<file path="config.mk">
export PLATFORM = sky130hd
export DESIGN_NAME = wear_leveled_counter_slots_unit
export DESIGN_NICKNAME = d
export VERILOG_FILES = /design/src/sv/wlcs_pkg.sv /design/src/sv/wlcs_datapath.sv /design/src/sv/wlcs_ctrl.sv /design/src/sv/wear_leveled_counter_slots_unit.sv
export SDC_FILE = /design/constraint.sdc
export NUM_CORES = 1
export LEC_CHECK = 0
export ABC_AREA = 1
export BUFFER_PORTS_ARGS = -buffer_cell sky130_fd_sc_hd__buf_2
export CORE_MARGIN = 2
export CORE_UTILIZATION = 50
export DETAILED_ROUTE_END_ITERATION = 8
export MAX_ROUTING_LAYER = met4
export PLACE_DENSITY = 0.73
export SYNTH_ARGS = -nofsm -noshare
export SYNTH_HDL_FRONTEND = slang
export SYNTH_HIERARCHICAL = 1
export SYNTH_SLANG_ARGS = --single-unit
</file>
<file path="constraint.sdc">
create_clock -name clk_i -period 8 [get_ports clk_i]
set_input_delay 1.2 -clock clk_i [delete_from_list [all_inputs] [get_ports clk_i]]
set_output_delay 1.2 -clock clk_i [all_outputs]
set_load 0.01 [all_outputs]
</file>
<file path="src/sv/wlcs_pkg.sv">
// shared types, constants and codes for the wear levelled counter slot unit
`timescale 1ns / 1ps
`default_nettype none
package wlcs_pkg;

  // ring geometry
  localparam int unsigned SLOTS = 8;
  localparam int unsigned IDX_W = (SLOTS > 1) ? $clog2(SLOTS) : 1;

  // field widths
  localparam int unsigned VALUE_W = 32;
  localparam int unsigned COUNT_W = 16;
  localparam int unsigned SLOT_FIELD_W = 3;

  // erased slot pattern and register reset
  localparam logic [VALUE_W-1:0] ERASED_WORD = 32'hFFFF_FFFF;
  localparam logic [COUNT_W-1:0] WRITE_LIMIT_RESET = 16'd1000;
  localparam logic [COUNT_W-1:0] COUNT_MAX = 16'hFFFF;

  // operation codes
  typedef enum logic {
    FUNC_STORE = 1'b0,
    FUNC_READ  = 1'b1
  } func_e;

  // result status codes
  typedef enum logic [1:0] {
    ST_WRITTEN = 2'd0,
    ST_PRESENT = 2'd1,
    ST_BUDGET  = 2'd2,
    ST_READ    = 2'd3
  } status_e;

  // input word
  typedef struct packed {
    func_e              func;
    logic [VALUE_W-1:0] value;
  } in_word_t;

  // result word
  typedef struct packed {
    logic [VALUE_W-1:0]      result_value;
    logic [SLOT_FIELD_W-1:0] slot_index;
    status_e                 status;
    logic [COUNT_W-1:0]      writes_used;
  } out_word_t;

  // controller to datapath commands
  typedef struct packed {
    logic load;
    logic scan;
    logic write_back;
  } dp_cmd_t;

  // datapath to controller status
  typedef struct packed {
    logic budget_spent;
    logic is_read;
    logic scan_last;
    logic found;
  } dp_stat_t;

endpackage
`default_nettype wire

</file>
<file path="src/sv/wlcs_datapath.sv">
// datapath: slot registers, scan comparator, write counter and result forming
`timescale 1ns / 1ps
`default_nettype none
module wlcs_datapath (
  input  wire logic                      clk_i,
  input  wire logic                      rst_ni,
  input  wire wlcs_pkg::in_word_t        cmd_i,
  input  wire logic                      cfg_we_i,
  input  wire logic [15:0]               cfg_wdata_i,
  input  wire wlcs_pkg::dp_cmd_t         dp_cmd_i,
  output wlcs_pkg::dp_stat_t             dp_stat_o,
  output wlcs_pkg::out_word_t            result_o
);
  import wlcs_pkg::*;

  logic [VALUE_W-1:0] slot_q [SLOTS];
  logic [COUNT_W-1:0] limit_q;
  logic [COUNT_W-1:0] wcount_q;
  func_e              func_q;
  logic [VALUE_W-1:0] value_q;
  logic               budget_q;
  logic [VALUE_W-1:0] best_q;
  logic [IDX_W-1:0]   best_idx_q;
  logic               found_q;
  logic [IDX_W-1:0]   match_idx_q;
  logic [IDX_W-1:0]   cnt_q;

  logic [VALUE_W-1:0] slot_rd;
  logic [VALUE_W-1:0] slot_val;
  logic [IDX_W-1:0]   wr_idx;
  logic               hit_now;
  logic               better_now;

  // current slot under the scan, erased reads as zero
  assign slot_rd    = slot_q[cnt_q];
  assign slot_val   = (slot_rd == ERASED_WORD) ? '0 : slot_rd;
  assign hit_now    = !found_q && (slot_val == value_q);
  assign better_now = slot_val > best_q;

  // slot after the first largest one, wrapping round the ring
  assign wr_idx = (best_idx_q == IDX_W'(SLOTS - 1)) ? '0 : best_idx_q + IDX_W'(1);

  // status towards the controller
  assign dp_stat_o.budget_spent = (cmd_i.func == FUNC_STORE) && (wcount_q >= limit_q);
  assign dp_stat_o.is_read      = (func_q == FUNC_READ);
  assign dp_stat_o.scan_last    = (cnt_q == IDX_W'(SLOTS - 1));
  assign dp_stat_o.found        = found_q || hit_now;

  // limit register
  always_ff @(posedge clk_i or negedge rst_ni) begin
    if (!rst_ni) begin
      limit_q <= WRITE_LIMIT_RESET;
    end else if (cfg_we_i) begin
      limit_q <= cfg_wdata_i;
    end
  end

  // slot ring and write counter
  always_ff @(posedge clk_i or negedge rst_ni) begin
    if (!rst_ni) begin
      for (int i = 0; i < SLOTS; i++) begin
        slot_q[i] <= ERASED_WORD;
      end
      wcount_q <= '0;
    end else if (dp_cmd_i.write_back) begin
      slot_q[wr_idx] <= value_q;
      if (wcount_q != COUNT_MAX) begin
        wcount_q <= wcount_q + COUNT_W'(1);
      end
    end
  end

  // word capture and scan tracking
  always_ff @(posedge clk_i) begin
    if (dp_cmd_i.load) begin
      func_q      <= cmd_i.func;
      value_q     <= cmd_i.value;
      budget_q    <= dp_stat_o.budget_spent;
      best_q      <= '0;
      best_idx_q  <= '0;
      found_q     <= 1'b0;
      match_idx_q <= '0;
      cnt_q       <= '0;
    end else if (dp_cmd_i.scan) begin
      if (better_now) begin
        best_q     <= slot_val;
        best_idx_q <= cnt_q;
      end
      if (hit_now) begin
        found_q     <= 1'b1;
        match_idx_q <= cnt_q;
      end
      if (!dp_stat_o.scan_last) begin
        cnt_q <= cnt_q + IDX_W'(1);
      end
    end
  end

  // result word from the held scan outcome
  always_comb begin
    result_o.writes_used = wcount_q;
    if (func_q == FUNC_READ) begin
      result_o.result_value = best_q;
      result_o.slot_index   = SLOT_FIELD_W'(best_idx_q);
      result_o.status       = ST_READ;
    end else if (budget_q) begin
      result_o.result_value = value_q;
      result_o.slot_index   = '0;
      result_o.status       = ST_BUDGET;
    end else if (found_q) begin
      result_o.result_value = value_q;
      result_o.slot_index   = SLOT_FIELD_W'(match_idx_q);
      result_o.status       = ST_PRESENT;
    end else begin
      result_o.result_value = value_q;
      result_o.slot_index   = SLOT_FIELD_W'(wr_idx);
      result_o.status       = ST_WRITTEN;
    end
  end

endmodule
`default_nettype wire

</file>
<file path="src/sv/wlcs_ctrl.sv">
// controller: sequences capture, slot scan, write-back and result strobe
`timescale 1ns / 1ps
`default_nettype none
module wlcs_ctrl (
  input  wire logic               clk_i,
  input  wire logic               rst_ni,
  input  wire logic               start,
  output logic                    busy,
  output logic                    done_o,
  input  wire wlcs_pkg::dp_stat_t dp_stat_i,
  output wlcs_pkg::dp_cmd_t       dp_cmd_o
);
  import wlcs_pkg::*;

  typedef enum logic [3:0] {
    S_IDLE  = 4'b0001,
    S_SCAN  = 4'b0010,
    S_WRITE = 4'b0100,
    S_DONE  = 4'b1000
  } state_e;

  state_e state_q, state_d;
  logic   accept;

  assign accept = start && !busy;
  assign busy   = (state_q != S_IDLE);
  assign done_o = (state_q == S_DONE);

  // commands to the datapath
  assign dp_cmd_o.load       = accept;
  assign dp_cmd_o.scan       = (state_q == S_SCAN);
  assign dp_cmd_o.write_back = (state_q == S_WRITE);

  // next state
  always_comb begin
    state_d = state_q;
    case (state_q)
      S_IDLE: begin
        if (accept) begin
          state_d = dp_stat_i.budget_spent ? S_DONE : S_SCAN;
        end
      end
      S_SCAN: begin
        if (dp_stat_i.scan_last) begin
          if (dp_stat_i.is_read || dp_stat_i.found) begin
            state_d = S_DONE;
          end else begin
            state_d = S_WRITE;
          end
        end
      end
      S_WRITE: state_d = S_DONE;
      S_DONE:  state_d = S_IDLE;
      default: state_d = S_IDLE;
    endcase
  end

  // state register
  always_ff @(posedge clk_i or negedge rst_ni) begin
    if (!rst_ni) begin
      state_q <= S_IDLE;
    end else begin
      state_q <= state_d;
    end
  end

  // checks
  a_done_single: assert property (@(posedge clk_i) disable iff (!rst_ni)
    done_o |=> !done_o) else $error("result strobe held longer than one cycle");
  a_accept_busy: assert property (@(posedge clk_i) disable iff (!rst_ni)
    accept |=> busy) else $error("not busy after taking a word");
  a_write_no_hit: assert property (@(posedge clk_i) disable iff (!rst_ni)
    dp_cmd_o.write_back |-> $past(!dp_stat_i.found && !dp_stat_i.is_read))
    else $error("write-back after a hit or on a read");
  a_write_then_done: assert property (@(posedge clk_i) disable iff (!rst_ni)
    dp_cmd_o.write_back |=> done_o) else $error("write-back not followed by result");

endmodule
`default_nettype wire

</file>
<file path="src/sv/wear_leveled_counter_slots_unit.sv">
// top level of the wear levelled counter slot unit
//
// Usage: raise start with a word on cmd_i while busy is low; the word is
// taken at that clock edge and busy rises on the next cycle. func store
// looks for the value in the slot ring and, if absent, writes it into the
// slot after the first largest one; func read returns the largest slot.
// Each word gives exactly one result word on result_o, marked by done_o
// for a single cycle; the receiver cannot hold it off and must take it.
// The result is taken at the edge that ends the done_o cycle. A store
// refused for a spent budget skips the scan; other words scan SLOTS
// slots, one per cycle through the one slot read port, and a store that
// writes adds a write-back step after the scan. busy falls in the cycle
// after done_o, and the next word can be taken only once busy is low.
// The write limit is loaded through cfg_we_i / cfg_wdata_i; the user must
// load it only while idle, as the block itself does not enforce this.
// Reset: all slots erased (all ones), write count zero, limit 1000; no
// clearing pass is needed, the block is ready straight after reset.
`timescale 1ns / 1ps
`default_nettype none
module wear_leveled_counter_slots_unit (
  input  wire logic                clk_i,
  input  wire logic                rst_ni,
  input  wire logic                start,
  output logic                     busy,
  input  wire wlcs_pkg::in_word_t  cmd_i,
  input  wire logic                cfg_we_i,
  input  wire logic [15:0]         cfg_wdata_i,
  output logic                     done_o,
  output wlcs_pkg::out_word_t      result_o
);
  import wlcs_pkg::*;

  dp_cmd_t  dp_cmd;
  dp_stat_t dp_stat;

  // sequencer
  wlcs_ctrl u_ctrl (
    .clk_i     (clk_i),
    .rst_ni    (rst_ni),
    .start     (start),
    .busy      (busy),
    .done_o    (done_o),
    .dp_stat_i (dp_stat),
    .dp_cmd_o  (dp_cmd)
  );

  // slot ring and result datapath
  wlcs_datapath u_datapath (
    .clk_i       (clk_i),
    .rst_ni      (rst_ni),
    .cmd_i       (cmd_i),
    .cfg_we_i    (cfg_we_i),
    .cfg_wdata_i (cfg_wdata_i),
    .dp_cmd_i    (dp_cmd),
    .dp_stat_o   (dp_stat),
    .result_o    (result_o)
  );

endmodule
`default_nettype wire

</file>
=== Word-level counts from Yosys, hierarchy flattened ===
Index checks and enable logic that the tools add are counted.

* Word-level logic and storage cells: 72
* Bits of input ports: 53
* Bits in registers: 368
* Output and inout bits: 55

* Equality and inequality tests: 12
* Magnitude comparators: 5
* Reductions and logical operators: 13
* $add $sub $neg: 3
* Mux-type cells: 16
* Bitwise logic cells: 4

{| class="wikitable"
|+ Operator list
! kind !! count
|-
| 256-bit bitwise mux || 1
|-
| 32-bit two-way mux || 4
|-
| 32-bit binary-select mux with 3-bit select || 1
|-
| 32-bit demux with 3-bit select || 1
|-
| 37-bit two-way mux || 1
|-
| 32-bit == test || 1
|-
| 32-bit == test (second input constant) || 1
|-
| 32-bit greater-than comparator || 1
|-
| 16-bit by 1-bit adder with 16-bit output (second input constant) || 1
|-
| 16-bit greater-or-equal comparator || 1
|-
| 4-bit two-way mux || 4
|-
| 16-bit != test (second input constant) || 1
|-
| 4-bit case mux with 3 select lines || 1
|-
| 5-bit two-way mux || 2
|-
| 2-bit AND reduction || 5
|-
| 4-bit greater-or-equal comparator (second input constant) || 2
|-
| 3-bit inverter with 4-bit output || 2
|-
| 3-bit by 1-bit adder with 3-bit output (second input constant) || 2
|-
| 3-bit == test (second input constant) || 2
|-
| 4-bit by 1-bit == test with 1-bit output (second input constant) || 1
|-
| 4-bit by 2-bit == test with 1-bit output (second input constant) || 1
|-
| 4-bit by 3-bit == test with 1-bit output (second input constant) || 1
|-
| 4-bit == test (second input constant) || 1
|-
| 1-bit logical AND || 4
|-
| other kinds (7) || 11
|}

=== Longest topological paths before layout ===
* Word-level depth: 13
* Mapped depth: 31
* Gate-level depth less buffers: 28

=== Cells and area by module ===
Netlist, hierarchy kept.

{| class="wikitable"
|+ By module, submodules not included
! module !! seq. area each (µm²) !! cells an instance !! area an instance (µm²) !! instances
|-
| wlcs_datapath || 9396.5 || 2433 || 18570.3 || 1
|-
| wlcs_ctrl || 101.3 || 39 || 271.5 || 1
|}

=== Worst setup path after synthesis ===
No wires, ideal clock.

* Path kind: register -> register
* Start point: register u_datapath.cnt_q[0]
* End point: register u_datapath.best_q[24]
* Setup slack: 4.573 ns
* Buffers on the path: 4
* Required time: 7.930 ns
* Cell stages (with the launch flop): 28
* Clock period less this slack: 3.427 ns
* Data arrival time: 3.357 ns
* Setup time: 0.070 ns
* Path through: dfxtp_1 > buf_2 > buf_2 > o21ai_0 > o21ai_1 > nand2_1 > nand2_1 > nand2_1 > nor2_1 > nand2_1 > nor2_1 > nand2_1 > buf_2 > nand2_1 > inv_1 > ha_1 > a21oi_1 > o21ai_0 > a21oi_1 > nor2_1 > o21bai_1 > a21oi_1 > a211oi_1 > nand2_1 > nand2_1 > clkbuf_1 > o21ai_0 > a21oi_1

* Word-level cells in the longest chain between the ends: 8

{| class="wikitable"
|+ RTL lines
! item !! RTL line !! source
|-
| start, declared || wlcs_datapath.sv:26 || <nowiki>logic [IDX_W-1:0] cnt_q;</nowiki>
|-
| start signal, assigned || wlcs_datapath.sv:94 || <nowiki>cnt_q <= cnt_q + IDX_W'(1);</nowiki>
|-
| 3-bit inverter with 4-bit output (not written as such) * || wlcs_datapath.sv:35 || <nowiki>assign slot_rd = slot_q[cnt_q];</nowiki>
|-
| 32-bit binary-select mux with 3-bit select * || wlcs_datapath.sv:35 ||
|-
| 32-bit two-way mux (not written as such) * (2 in series) || wlcs_datapath.sv:35 ||
|-
| 32-bit == test || wlcs_datapath.sv:36 || <nowiki>assign slot_val = (slot_rd == ERASED_WORD) ? '0 : slot_rd;</nowiki>
|-
| 32-bit two-way mux * || wlcs_datapath.sv:36 ||
|-
| named net u_datapath.slot_val[19] || wlcs_datapath.sv:29 || <nowiki>logic [VALUE_W-1:0] slot_val;</nowiki>
|-
| 32-bit greater-than comparator * || wlcs_datapath.sv:38 || <nowiki>assign better_now = slot_val > best_q;</nowiki>
|-
| 2-bit AND reduction (no line) * || -- ||
|-
| end signal, assigned || wlcs_datapath.sv:86 || <nowiki>best_q <= slot_val;</nowiki>
|-
| end, declared || wlcs_datapath.sv:22 || <nowiki>logic [VALUE_W-1:0] best_q;</nowiki>
|}

The timed path passes the listed nets; every way through them passes the cells marked *. The select of a mux whose other input is x is not followed.
A chain may end at the register's enable or synchronous reset.

=== Worst setup path in the final report ===
* Start point: register u_datapath.cnt_q[0]
* End point: register u_datapath.best_q[20]

The elaborated chain is that of the path after synthesis.

==> metrics <==
outcome complete, no violations; Fin. Hold Viols 0; Max VDD drop 0.302 mV; Hold Buf Count CTS 0; P per Cell Area 318 nW/um^2; Synth cell types 38; Setup TNS Final 0 ns; initial antenna violation count 0; worst clock skew 0.0254 ns; HP Class flip-flop to flip-flop; min-delay src u_datapath/best_q[26]$_SDFFE_PP0P_; GP Congestion 0.944; Port-buffer cells 107; drt wl/cell 16.9 microns; reg2reg end u_datapath/best_q[20]$_SDFFE_PP0P_; antenna viol nets, final 0; max-slew violations 0; global route total overflow 0; Max-Cap Viols 0; CTS tree built; Post-synth top flop dfstp_2; total power 6.68 mW; total global routing track utilization 27.6%; Post-synth EDFFs 34; vias in the first global route 15300; most frequent cells in the layout 967 x nand2_1, 365 x o21ai_0, 273 x inv_1; GRT met3 Usage 5.35%; CP arrival 6.94 ns; Die ar. 39300 sq um; setup bufs post-CTS 0; final setup fails 0; Least-Margin Pin Slew 1.22 ns; cells on worst reg2reg path 25; Die Wd 198 microns; Core Rows 71; CTS Root Cell clkbuf_16; sequential area share after synthesis 50.4%; crit-path max FO 87; DR DRC count 0; fmax 155 MHz; CP startpoint kind flip-flop; HPWL Detailed 32200 microns; post-CTS sizing 0; R2R Setup Slk 1.54 ns; maximum clock path buffer count 3; Post-Route WL 51700 microns; setup ws final 1.54 ns; Vias 16400; largest net degree at the start of global routing 178; Net Count, Synth 2578; Setup WS pre-CTS 1.72 ns; Area Growth Syn to Fin 11.5%; register bit count reported by yosys 368; Core ar. 37400 sq um; H-tree Lvls 2; met2 Use GR 41.4%; Final nets 2623; Num Clock Sinks 368; latest clock arrival within the worst-skew pair 0.56 ns; grt peak-use layer met2; Syn. warnings 6; fin crit period 6.46 ns; Mapped Area 18800 sq um; Crit Path Class flip-flop to flip-flop; total CTS buffers 41; Avg Cell Area, Syn 7.62 sq um; share of cells above drive strength 1 18.6%; initial core utilization 50.4%; most area-hungry cell type in the Yosys netlist dfstp_2; Worst-path clk slew 0.06 ns; number of primary I/O pins 108; post-DR vias/cell 5.34; largest cells by area after synthesis dfstp_2 37%, nand2_1 19%, o21ai_0 9.7%; antenna diode count 0; Final period util 80.7%; hold-critical path endpoint u_datapath/best_q[26]$_SDFFE_PP0P_; global-route wire length before repair 82300 microns; most common cell after layout, fill and taps aside nand2_1; GR Util met1 38.3%; critical path required time 8.48 ns; Leak Pwr 9.51 nW; Post-Syn Instances 2472; post-synth top area share 36.7%; DRT iter0 DRCs 1609; Hold Path Cell Cnt 2; unrepaired setup endpoints after global routing no; Worst R2R Start u_datapath/cnt_q[0]$_SDFFE_PP0P_; DRT Pass-1 Iters 5; Slew headroom 18.9%; height of the die 198 microns; Worst Setup End Kind flip-flop; Filler cells 3410; Synth async-reset ratio 79.3%
## sequential cells by signal, indices dropped and copies added, names as in the netlist, 3 cells and up
signal	cells
u_datapath/best_idx_q	3
u_datapath/slot_q	256
u_datapath/wcount_q	16
u_datapath/match_idx_q	3
u_datapath/value_q	32
u_datapath/limit_q	16
u_ctrl/state_q	4
u_datapath/best_q	32
u_datapath/cnt_q	3
## how the worst max path moves through the flow
stage | from | to | slack (ns) | cells after the start
3_5_place_dp | u_datapath/cnt_q[0]$_SDFFE_PP0P_ | u_datapath/best_q[7]$_SDFFE_PP0P_ | 1.72 | 24
6_report | u_datapath/cnt_q[0]$_SDFFE_PP0P_ | u_datapath/best_q[20]$_SDFFE_PP0P_ | 1.54 | 25
2_1_floorplan | u_datapath/cnt_q[0]$_SDFFE_PP0P_ | u_datapath/best_q[24]$_SDFFE_PP0P_ | 4.57 | 27
5_1_grt | u_datapath/cnt_q[0]$_SDFFE_PP0P_ | u_datapath/best_q[2]$_SDFFE_PP0P_ | 1.03 | 29
4_1_cts | u_datapath/cnt_q[0]$_SDFFE_PP0P_ | u_datapath/best_q[7]$_SDFFE_PP0P_ | 1.70 | 24
3_3_place_gp | u_datapath/cnt_q[0]$_SDFFE_PP0P_ | u_datapath/best_q[19]$_SDFFE_PP0P_ | 1.88 | 24
## per-layer routing
metal | vias to the layer above | routed length (microns) | part of all wire (%)
met4 | 0 | 1320 | 2.6
met5 | - | 0 | 0
li1 | 7885 | - | -
met2 | 641 | 22900 | 44
met1 | 7732 | 22900 | 44
met3 | 92 | 4550 | 8.8
## worst max-delay path: stages (launching register included)
cell,delay (ns)
dfxtp_4,0.52
inv_4,0.73
buf_4,0.47
nand2_1,0.10
nand2_1,0.08
nand2_1,0.05
nand2_1,0.08
nand2_1,0.05
nand2_1,0.14
nand2_1,0.08
nor2_1,0.23
nand2_1,0.10
nor2_1,0.15
nand2_2,0.51
nand2_1,0.29
inv_1,0.10
ha_1,0.28
nand2_1,0.07
nor2_1,0.18
nand4_1,0.22
nor4_1,0.44
a31oi_1,0.15
nand2_1,0.43
buf_4,0.48
o21ai_0,0.17
a21oi_1,0.20
## synthesized netlist by cell type (2+ instances only)
cell      number
buf_2         39
buf_1          2
a21oi_1       60
o21a_1         3
edfxtp_1      34
inv_2          2
nand3_2        2
nor2_2         4
dfstp_2      263
dfrtp_1       29
clkinv_1       2
nor4_1         3
nand2_1      976
nand3_1      107
inv_1        274
ha_1          53
xor2_1        10
o21ai_0      365
xnor2_1        4
nor2_1        64
o21ai_1       15
nor3_1         5
nand4_1       12
buf_4          7
dfxtp_1       42
mux2_2         2
a31oi_1        2
o21bai_1       4
clkbuf_1      78
## through the flow
stage	cells	hold WS (ns)	utilization, %	area, sq um
2_1_floorplan	2472	0.450	-	18800
3_3_place_gp	2985	0.462	52.6	19700
3_5_place_dp	2985	0.472	52.6	19700
4_1_cts	3059	0.482	56.2	21000
5_1_grt	3059	0.499	56.2	21000
6_report	3059	0.481	56.2	21000
## layout make-up
class | count | area [sq um] | share of cell area (%)
Clock buffer | 62 | 1170 | 5.59
Clock inverter | 12 | 148 | 0.703
Inverter | 278 | 1050 | 4.98
Multi-Input combinational cell | 1700 | 7770 | 37.0
Sequential cell | 368 | 9500 | 45.2
Tap cell | 511 | 639 | 3.04
Timing Repair Buffer | 128 | 716 | 3.41
## logic make-up (layout without fill, tap and decap cells)
group           count (synthesis)  count (layout)  share of synthesized area [%]
xor+xnor                       14              14                          0.651
simple gates                 1176            1176                           24.6
fa+ha+maj                      53              53                           3.52
buf+inv                       404             480                           8.45
flops                         368             368                           50.4
compound gates                455             455                           12.3
mux                             2               2                          0.120
## power breakdown
part / internal (mW) / switching [mW] / total (mW)
clock: 1.11 / 0.761 / 1.87
sequential: 2.33 / 0.209 / 2.54
combinational: 0.687 / 1.58 / 2.27
total: 4.13 / 2.55 / 6.68
Note: power is estimated with default switching activity, not from simulation.
